--- src/design/sae_pkg.sv ---
// ----------------------------------------------------------------------------
// sae_pkg
// Shared types and constants of the sensor advertisement encoder.
// ----------------------------------------------------------------------------
package sae_pkg;

	localparam int PAYLOAD_BYTES = 24;
	localparam int PAYLOAD_BITS  = PAYLOAD_BYTES * 8;
	localparam int POS_W         = $clog2(PAYLOAD_BYTES);
	localparam int IN_DATA_W     = 208;

	localparam logic [POS_W-1:0] LAST_POS = POS_W'(PAYLOAD_BYTES - 1);

	// Byte 0 of the payload sits in the top byte, so the serializer shifts left.
	typedef logic [PAYLOAD_BITS-1:0] payload_t;

	localparam logic [7:0] FORMAT_CODE = 8'd5;

endpackage

--- src/design/sensor_advertisement_encoder.sv ---
// A record passes stages s1 and s2, the payload queue and the shift register
// before its first byte appears. The byte serializer sets throughput; records
// are taken meanwhile until the two-entry payload queue and pipeline fill.
// Reset is asynchronous and active low; it empties the pipeline and queue
// and sets battery_sentinel to 65535. No clearing pass follows reset.
// ----------------------------------------------------------------------------
// sensor_advertisement_encoder
// Converts raw sensor records into 24-byte advertisement payload streams.
// ----------------------------------------------------------------------------
module sensor_advertisement_encoder (
	input  logic                          clk,
	input  logic                          arst_n,
	input  logic                          cfg_wr_en,
	input  logic [15:0]                   cfg_wr_data,   // battery_sentinel
	input  logic                          s_tvalid,
	output logic                          s_tready,
	// temp_millicelsius, humid_millipercent, press_pascal, accel_x, accel_y,
	// accel_z, battery_millivolts, tx_dbm, movement_count, sequence_number,
	// mac_address, zero fill
	input  logic [sae_pkg::IN_DATA_W-1:0] s_tdata,
	output logic                          m_tvalid,
	input  logic                          m_tready,
	output logic [7:0]                    m_tdata,       // payload_byte
	output logic                          m_tlast        // last_byte
);

	logic [15:0]       battery_sentinel_q;
	logic              push_valid, push_ready;
	logic              pop_valid, pop_ready;
	sae_pkg::payload_t push_data, pop_data;

	always_ff @(posedge clk or negedge arst_n) begin
		if (!arst_n) begin
			battery_sentinel_q <= 16'hFFFF;
		end else if (cfg_wr_en) begin
			battery_sentinel_q <= cfg_wr_data;
		end
	end

	sae_front u_front (
		.clk              (clk),
		.arst_n           (arst_n),
		.battery_sentinel (battery_sentinel_q),
		.s_tvalid         (s_tvalid),
		.s_tready         (s_tready),
		.s_tdata          (s_tdata),
		.push_valid       (push_valid),
		.push_ready       (push_ready),
		.push_data        (push_data)
	);

	sae_queue u_queue (
		.clk        (clk),
		.arst_n     (arst_n),
		.push_valid (push_valid),
		.push_ready (push_ready),
		.push_data  (push_data),
		.pop_valid  (pop_valid),
		.pop_ready  (pop_ready),
		.pop_data   (pop_data)
	);

	sae_back u_back (
		.clk       (clk),
		.arst_n    (arst_n),
		.pop_valid (pop_valid),
		.pop_ready (pop_ready),
		.pop_data  (pop_data),
		.m_tvalid  (m_tvalid),
		.m_tready  (m_tready),
		.m_tdata   (m_tdata),
		.m_tlast   (m_tlast)
	);

endmodule

--- src/design/sae_front.sv ---
// ----------------------------------------------------------------------------
// sae_front
// Two-stage conversion pipeline: unpacks a sensor record, scales and clamps
// each reading and assembles the 24-byte payload for the queue.
// ----------------------------------------------------------------------------
module sae_front (
	input  logic                         clk,
	input  logic                         arst_n,
	input  logic [15:0]                  battery_sentinel,
	input  logic                         s_tvalid,
	output logic                         s_tready,
	input  logic [sae_pkg::IN_DATA_W-1:0] s_tdata,
	output logic                         push_valid,
	input  logic                         push_ready,
	output sae_pkg::payload_t            push_data
);

	// Rounded-up 2^23/5; exact truncating division for operands below 2^22.
	localparam logic [20:0] RECIP5     = 21'd1677722;
	localparam int          RECIP_SH   = 23;
	localparam logic [17:0] TEMP_MAX   = 18'd32767;
	localparam logic [15:0] HUMID_MAX  = 16'd40000;
	localparam logic [17:0] PRESS_OFS  = 18'd50000;
	localparam logic [17:0] PRESS_MAX  = 18'd65534;
	localparam logic [15:0] BATT_OFS   = 16'd1600;
	localparam logic [15:0] BATT_MAX   = 16'd2046;
	localparam logic [10:0] BATT_NONE  = 11'd2047;
	localparam logic signed [8:0] TX_OFS = 9'sd40;
	localparam logic [7:0]  TX_MAX     = 8'd30;

	logic signed [20:0] temp_in;
	logic signed [17:0] humid_in;
	logic [17:0]        press_in;
	logic [47:0]        accel_in;
	logic [15:0]        batt_in;
	logic signed [7:0]  tx_in;
	logic [7:0]         move_in;
	logic [15:0]        seq_in;
	logic [47:0]        mac_in;

	assign temp_in  = s_tdata[20:0];
	assign humid_in = s_tdata[38:21];
	assign press_in = s_tdata[56:39];
	assign accel_in = s_tdata[104:57];
	assign batt_in  = s_tdata[120:105];
	assign tx_in    = s_tdata[128:121];
	assign move_in  = s_tdata[136:129];
	assign seq_in   = s_tdata[152:137];
	assign mac_in   = s_tdata[200:153];

	// Stage 1 conversions that need no multiplier.
	logic signed [21:0] temp_ext;
	logic [21:0]        temp_abs;
	logic [17:0]        humid_dbl;
	logic [17:0]        press_sub;
	logic [15:0]        press_enc;
	logic [15:0]        batt_sub;
	logic [10:0]        batt_code;
	logic signed [8:0]  tx_sum;
	logic [7:0]         tx_half;
	logic [4:0]         tx_code;

	always_comb begin
		temp_ext  = 22'(temp_in);
		temp_abs  = temp_ext[21] ? 22'(-temp_ext) : 22'(temp_ext);
		// Negative humidity always ends at zero after the clamp.
		humid_dbl = humid_in[17] ? 18'd0 : {humid_in[16:0], 1'b0};

		press_sub = press_in - PRESS_OFS;
		if (press_in < PRESS_OFS) begin
			press_enc = 16'd0;
		end else if (press_sub > PRESS_MAX) begin
			press_enc = PRESS_MAX[15:0];
		end else begin
			press_enc = press_sub[15:0];
		end

		batt_sub = batt_in - BATT_OFS;
		if (batt_in == battery_sentinel) begin
			batt_code = BATT_NONE;
		end else if (batt_in < BATT_OFS) begin
			batt_code = 11'd0;
		end else if (batt_sub > BATT_MAX) begin
			batt_code = BATT_MAX[10:0];
		end else begin
			batt_code = batt_sub[10:0];
		end

		tx_sum  = 9'(tx_in) + TX_OFS;
		tx_half = tx_sum[8:1];
		if (tx_sum[8]) begin
			tx_code = 5'd0;
		end else if (tx_half > TX_MAX) begin
			tx_code = TX_MAX[4:0];
		end else begin
			tx_code = tx_half[4:0];
		end
	end

	logic        valid_s1, valid_s2;
	logic        temp_neg_s1, temp_neg_s2;
	logic [21:0] temp_abs_s1;
	logic [17:0] humid_dbl_s1;
	logic [15:0] press_s1, power_s1;
	logic [47:0] accel_s1, mac_s1;
	logic [7:0]  move_s1;
	logic [15:0] seq_s1;
	logic [17:0] temp_quo_s2;
	logic [15:0] humid_quo_s2;
	logic [15:0] press_s2, power_s2;
	logic [47:0] accel_s2, mac_s2;
	logic [7:0]  move_s2;
	logic [15:0] seq_s2;

	logic adv_s2;
	assign adv_s2   = !valid_s2 || push_ready;
	assign s_tready = !valid_s1 || adv_s2;

	logic [42:0] temp_prod;
	logic [38:0] humid_prod;
	assign temp_prod  = 43'(temp_abs_s1) * 43'(RECIP5);
	assign humid_prod = 39'(humid_dbl_s1) * 39'(RECIP5);

	always_ff @(posedge clk or negedge arst_n) begin
		if (!arst_n) begin
			valid_s1 <= 1'b0;
			valid_s2 <= 1'b0;
		end else begin
			if (s_tready) begin
				valid_s1 <= s_tvalid;
			end
			if (adv_s2) begin
				valid_s2 <= valid_s1;
			end
		end
	end

	always_ff @(posedge clk) begin
		if (s_tready) begin
			temp_neg_s1  <= temp_ext[21];
			temp_abs_s1  <= temp_abs;
			humid_dbl_s1 <= humid_dbl;
			press_s1     <= press_enc;
			power_s1     <= {batt_code, tx_code};
			accel_s1     <= accel_in;
			move_s1      <= move_in;
			seq_s1       <= seq_in;
			mac_s1       <= mac_in;
		end
		if (adv_s2) begin
			temp_neg_s2  <= temp_neg_s1;
			temp_quo_s2  <= temp_prod[RECIP_SH+17:RECIP_SH];
			humid_quo_s2 <= humid_prod[RECIP_SH+15:RECIP_SH];
			press_s2     <= press_s1;
			power_s2     <= power_s1;
			accel_s2     <= accel_s1;
			move_s2      <= move_s1;
			seq_s2       <= seq_s1;
			mac_s2       <= mac_s1;
		end
	end

	// Clamping after the divide, then payload assembly.
	logic [15:0] temp_mag;
	logic [15:0] temp_enc;
	logic [15:0] humid_enc;

	always_comb begin
		temp_mag  = (temp_quo_s2 > TEMP_MAX) ? TEMP_MAX[15:0] : temp_quo_s2[15:0];
		temp_enc  = temp_neg_s2 ? 16'(-temp_mag) : temp_mag;
		humid_enc = (humid_quo_s2 > HUMID_MAX) ? HUMID_MAX : humid_quo_s2;
	end

	// accel_s2 holds z in the top word and x in the bottom word.
	assign push_valid = valid_s2;
	assign push_data  = {sae_pkg::FORMAT_CODE, temp_enc, humid_enc, press_s2,
		accel_s2[15:0], accel_s2[31:16], accel_s2[47:32], power_s2, move_s2,
		seq_s2, mac_s2};

endmodule

--- src/design/sae_queue.sv ---
// ----------------------------------------------------------------------------
// sae_queue
// Two-entry payload queue between the conversion pipeline and the serializer.
// ----------------------------------------------------------------------------
module sae_queue (
	input  logic              clk,
	input  logic              arst_n,
	input  logic              push_valid,
	output logic              push_ready,
	input  sae_pkg::payload_t push_data,
	output logic              pop_valid,
	input  logic              pop_ready,
	output sae_pkg::payload_t pop_data
);

	sae_pkg::payload_t entry_q [2];
	logic       wr_ptr_q, rd_ptr_q;
	logic [1:0] count_q;
	logic       do_push, do_pop;

	assign push_ready = (count_q != 2'd2);
	assign pop_valid  = (count_q != 2'd0);
	assign pop_data   = entry_q[rd_ptr_q];
	assign do_push    = push_valid && push_ready;
	assign do_pop     = pop_valid && pop_ready;

	always_ff @(posedge clk or negedge arst_n) begin
		if (!arst_n) begin
			wr_ptr_q <= 1'b0;
			rd_ptr_q <= 1'b0;
			count_q  <= 2'd0;
		end else begin
			if (do_push) begin
				wr_ptr_q <= !wr_ptr_q;
			end
			if (do_pop) begin
				rd_ptr_q <= !rd_ptr_q;
			end
			if (do_push && !do_pop) begin
				count_q <= count_q + 2'd1;
			end else if (do_pop && !do_push) begin
				count_q <= count_q - 2'd1;
			end
		end
	end

	always_ff @(posedge clk) begin
		if (do_push) begin
			entry_q[wr_ptr_q] <= push_data;
		end
	end

endmodule

--- src/design/sae_back.sv ---
// ----------------------------------------------------------------------------
// sae_back
// Serializer: sends a payload a byte per cycle unless stalled, byte 0 first.
// ----------------------------------------------------------------------------
module sae_back (
	input  logic              clk,
	input  logic              arst_n,
	input  logic              pop_valid,
	output logic              pop_ready,
	input  sae_pkg::payload_t pop_data,
	output logic              m_tvalid,
	input  logic              m_tready,
	output logic [7:0]        m_tdata,
	output logic              m_tlast
);

	sae_pkg::payload_t           shift_q;
	logic [sae_pkg::POS_W-1:0]   pos_q;
	logic                        busy_q;
	logic                        at_last;

	assign at_last   = (pos_q == sae_pkg::LAST_POS);
	assign pop_ready = !busy_q || (m_tready && at_last);
	assign m_tvalid  = busy_q;
	assign m_tdata   = shift_q[sae_pkg::PAYLOAD_BITS-1 -: 8];
	assign m_tlast   = at_last;

	always_ff @(posedge clk or negedge arst_n) begin
		if (!arst_n) begin
			busy_q <= 1'b0;
			pos_q  <= '0;
		end else if (pop_valid && pop_ready) begin
			busy_q <= 1'b1;
			pos_q  <= '0;
		end else if (busy_q && m_tready) begin
			if (at_last) begin
				busy_q <= 1'b0;
			end else begin
				pos_q <= pos_q + sae_pkg::POS_W'(1);
			end
		end
	end

	always_ff @(posedge clk) begin
		if (pop_valid && pop_ready) begin
			shift_q <= pop_data;
		end else if (busy_q && m_tready) begin
			shift_q <= {shift_q[sae_pkg::PAYLOAD_BITS-9:0], 8'd0};
		end
	end

endmodule
--- config.mk ---
export PLATFORM = sky130hd
export DESIGN_NAME = sensor_advertisement_encoder
export DESIGN_NICKNAME = d
export VERILOG_FILES = /design/src/design/sae_pkg.sv /design/src/design/sensor_advertisement_encoder.sv /design/src/design/sae_front.sv /design/src/design/sae_queue.sv /design/src/design/sae_back.sv
export SDC_FILE = /design/constraint.sdc
export NUM_CORES = 2
export LEC_CHECK = 0
export BUFFER_PORTS_ARGS = -buffer_cell sky130_fd_sc_hd__buf_2
export CORE_ASPECT_RATIO = 1.5
export CORE_MARGIN = 5
export CORE_UTILIZATION = 39
export CTS_CLUSTER_DIAMETER = 200
export CTS_CLUSTER_SIZE = 20
export DETAILED_ROUTE_END_ITERATION = 12
export GPL_TIMING_DRIVEN = 0
export HOLD_SLACK_MARGIN = 0.05
export SLEW_MARGIN = 20
export SYNTH_ARGS = -nofsm -noshare
export SYNTH_HDL_FRONTEND = slang
export SYNTH_SLANG_ARGS = --single-unit
--- constraint.sdc ---
create_clock -name clk -period 21.4 [get_ports clk]
set_input_delay 4.28 -clock clk [delete_from_list [all_inputs] [get_ports clk]]
set_output_delay 4.28 -clock clk [all_outputs]
set_load 0.005 [all_outputs]
==> results_dict.tcl <==
set metrics [dict create \
    hold-path-cell-count 0 \
    relSlewSlack_pct 38.35 \
    wl_um 99120 \
    ys_seq_area_share_pct 60.70 \
    startpoint "u_front.temp_abs_s1[10]$_DFFE_PP_" \
    synth_top_family_by_area "adder cells" \
    synth_top_cell_area_share_pct 59.19 \
    syn_avg_cell_area_um2 14.48 \
    post-cts-setup-buffer-count 0 \
    post-route-util_pct 43.77 \
    drive_above_1_share_pct 11.08 \
    crit_type "reg2reg" \
    core_area_um2 121800 \
    synth_compound_area_share_pct 5.171 \
    synthArstFlopShare_pct 2.896 \
    synth_flop_cell "edfxtp_1" \
    syn_to_final_growth_pct 11.89 \
    cap_viol_max_count 0 \
    dp_cells 5163 \
    synth_simple_gate_area_share_pct 5.011 \
    grt_overflow 0 \
    worst_pin_slew_ns 0.9248 \
    cts_resized 0 \
    cts-root-buf "clkbuf_16" \
    grt_pass1_wl_um 153200 \
    cts_htree_levels 2 \
    synth_edf_count 939 \
    cts_buffer_depth 3 \
    synthXorXnorAreaFrac_pct 2.335 \
    synth_top_area_cell "edfxtp_1" \
    die_w_um 295.4 \
    synth-seq-cells 967 \
    arrival_ns 7.52 \
    critPathLaunchType "register" \
    synth_area_leaders "edfxtp_1 59%, fa_1 9.5%, ha_1 9.0%, mux2i_1 3.9%, inv_1 3.2%" \
    drt_pass1_iterations 7 \
    reg2regPathDepth 22 \
    synth_top_cells_by_count "939 x edfxtp_1, 404 x inv_1, 341 x ha_1" \
    min_from "u_front.accel_s1[13]$_DFFE_PP_" \
    endpoint_kind "register" \
    grt_max_degree 42 \
    fmax_mhz 140.6 \
    synth_fa_ha_area_share_pct 18.45 \
    ctsHoldBuffers 0 \
    clkTransAtPathRegs_ns 0.09 \
    dieArea_um2 129400 \
    synth_fp_nets 4086 \
    rsz0062_at_grt "false" \
    ios 240 \
    top_layer "met5" \
    worstPathMaxFanout 6 \
    dp_hpwl_um 77090 \
    portBuffers 228 \
    drtIter0Drc 1318 \
    syn_area_um2 47640 \
    setup_violations 0 \
    holdPathEnd "u_front.accel_s2[13]$_DFFE_PP_" \
    route.met2.wl_um 54560 \
    cts_tree "done" \
    cts.sinks 967 \
    status "finished clean" \
    place_congestion 0.8757 \
    nNetsFinal 4425 \
    wl_per_cell_um 18.85 \
    hold_path_class "reg2reg" \
    drtAntennaViolNets 0 \
    nFillCells 11040 \
    num_vias 25560 \
    final_area_um2 53300 \
    clkLatencyLatePin_ns 0.65 \
    fin_skew_ns 0.01499 \
    synth_cells 3290 \
    synth.distinct_cells 69 \
    fin_crit_sh_pct 33.23 \
    dpl_cell_area_um2 51750 \
    start_util_pct 39.12 \
    layout.cells.non_filler 5258 \
    antenna_found_initial 7 \
    tns_ns 0 \
    m1WireLength_um 38910 \
    yosys_warnings 0 \
    synth.most_common_cell "edfxtp_1" \
    r2r-start "u_front.temp_abs_s1[10]$_DFFE_PP_" \
    grt_pass1_vias 26840 \
    r2r_end "u_front.temp_quo_s2[16]$_DFFE_PP_" \
    routed_via_density 4.860 \
    rows 157 \
    drc_errors 0 \
    grt_usage_pct 15.18 \
    period_minus_slack_ns 7.111 \
    cts_made_buffers 54 \
    synthMuxAreaShare_pct 4.307 \
    crit_required_ns 21.81 \
    route.met3.wl_um 3399 \
    drv_slew 0 \
    final_hold_viol_count 0 \
    die_h_um 438.1 \
    rrSetupSlack_ns 14.29 \
]
-- routing by layer --
| layer | track usage [%] | vias up |
|---|---|---|
| li1 | - | 12340 |
| met1 | 18.11 | 12690 |
| met2 | 29.06 | 407 |
| met3 | 1.620 | 120 |
| met4 | 3.738 | 2 |
| met5 | 0 | - |
-- final cells by class --
cell class / instances / area, um2 / share of cell area [%]
Sequential cell: 967 / 28920 / 54.25
Multi-Input combinational cell: 1822 / 16830 / 31.58
Timing Repair Buffer: 283 / 2095 / 3.929
Tap cell: 1590 / 1989 / 3.732
Inverter: 405 / 1520 / 2.852
Clock buffer: 87 / 1496 / 2.807
Buffer: 96 / 392.9 / 0.7371
Clock inverter: 3 / 45.04 / 0.08451
Antenna cell: 5 / 12.51 / 0.02347
-- metrics by stage --
step	setup slack (ns)	hold WS, ns
finish	14.29	0.4197
global route	14.04	0.4279
CTS	14.35	0.4143
detailed placement	14.34	0.4045
global placement	1.981	0.4002
floorplan	7.032	0.4003
-- worst max-delay path, cell delays in order, from the launching register on --
cell      delay [ns]
edfxtp_1        0.61
ha_1            0.54
xor2_1          0.24
ha_1            0.20
a21o_1          0.15
ha_1            0.27
inv_1           0.05
fa_1            0.51
inv_1           0.05
fa_1            0.51
fa_1            0.57
inv_1           0.05
fa_1            0.51
inv_1           0.04
ha_1            0.35
a21oi_1         0.17
o21ai_0         0.11
a311oi_1        0.48
o22ai_1         0.16
nor3_1          0.65
o21ai_0         0.26
a41oi_1         0.30
xnor2_1         0.08
-- state kept, by name (all words and copies together), names as in the netlist, 17 cells and up --
signal and flops:
u_front.mac_s1 48, u_front.humid_dbl_s1 17, u_back.shift_q 192, u_front.accel_s1 48
u_front.temp_quo_s2 18, u_front.accel_s2 48, u_front.mac_s2 48, u_queue.entry_q 368
u_front.temp_abs_s1 22
-- placed cells by master (no fill, tap or decap), drive strengths merged, types with 60 or more instances in the layout --
cell	n
inv	406
buf	296
nand2	60
xor2	68
ha	341
nor2	252
edfxtp	939
clkbuf	170
fa	226
a21oi	252
mux2i	187
-- logic make-up (layout without fill, tap and decap cells) --
group | after synthesis | in the layout
xor+xnor | 127 | 127
mux | 203 | 203
buf+inv | 501 | 874
other cells | 1 | 6
flops | 967 | 967
fa+ha+maj | 567 | 567
compound gates | 420 | 420
simple gates | 504 | 504
-- worst max-delay path by stage --
stage	end	slack, ns	depth (start not counted)
after floorplan	u_back.shift_q[0]$_SDFFCE_PN0P_	7.03	2
after global placement	u_back.shift_q[120]$_DFFE_PP_	1.98	3
after detailed placement	u_front.temp_quo_s2[17]$_DFFE_PP_	14.34	20
after CTS	u_front.temp_quo_s2[16]$_DFFE_PP_	14.35	20
after global routing	u_front.temp_quo_s2[16]$_DFFE_PP_	14.04	22
final	u_front.temp_quo_s2[16]$_DFFE_PP_	14.29	22
Power is left out: the tool's default activity adds up to more than one toggle a clock period on the data nets, which glitch-free logic cannot reach.
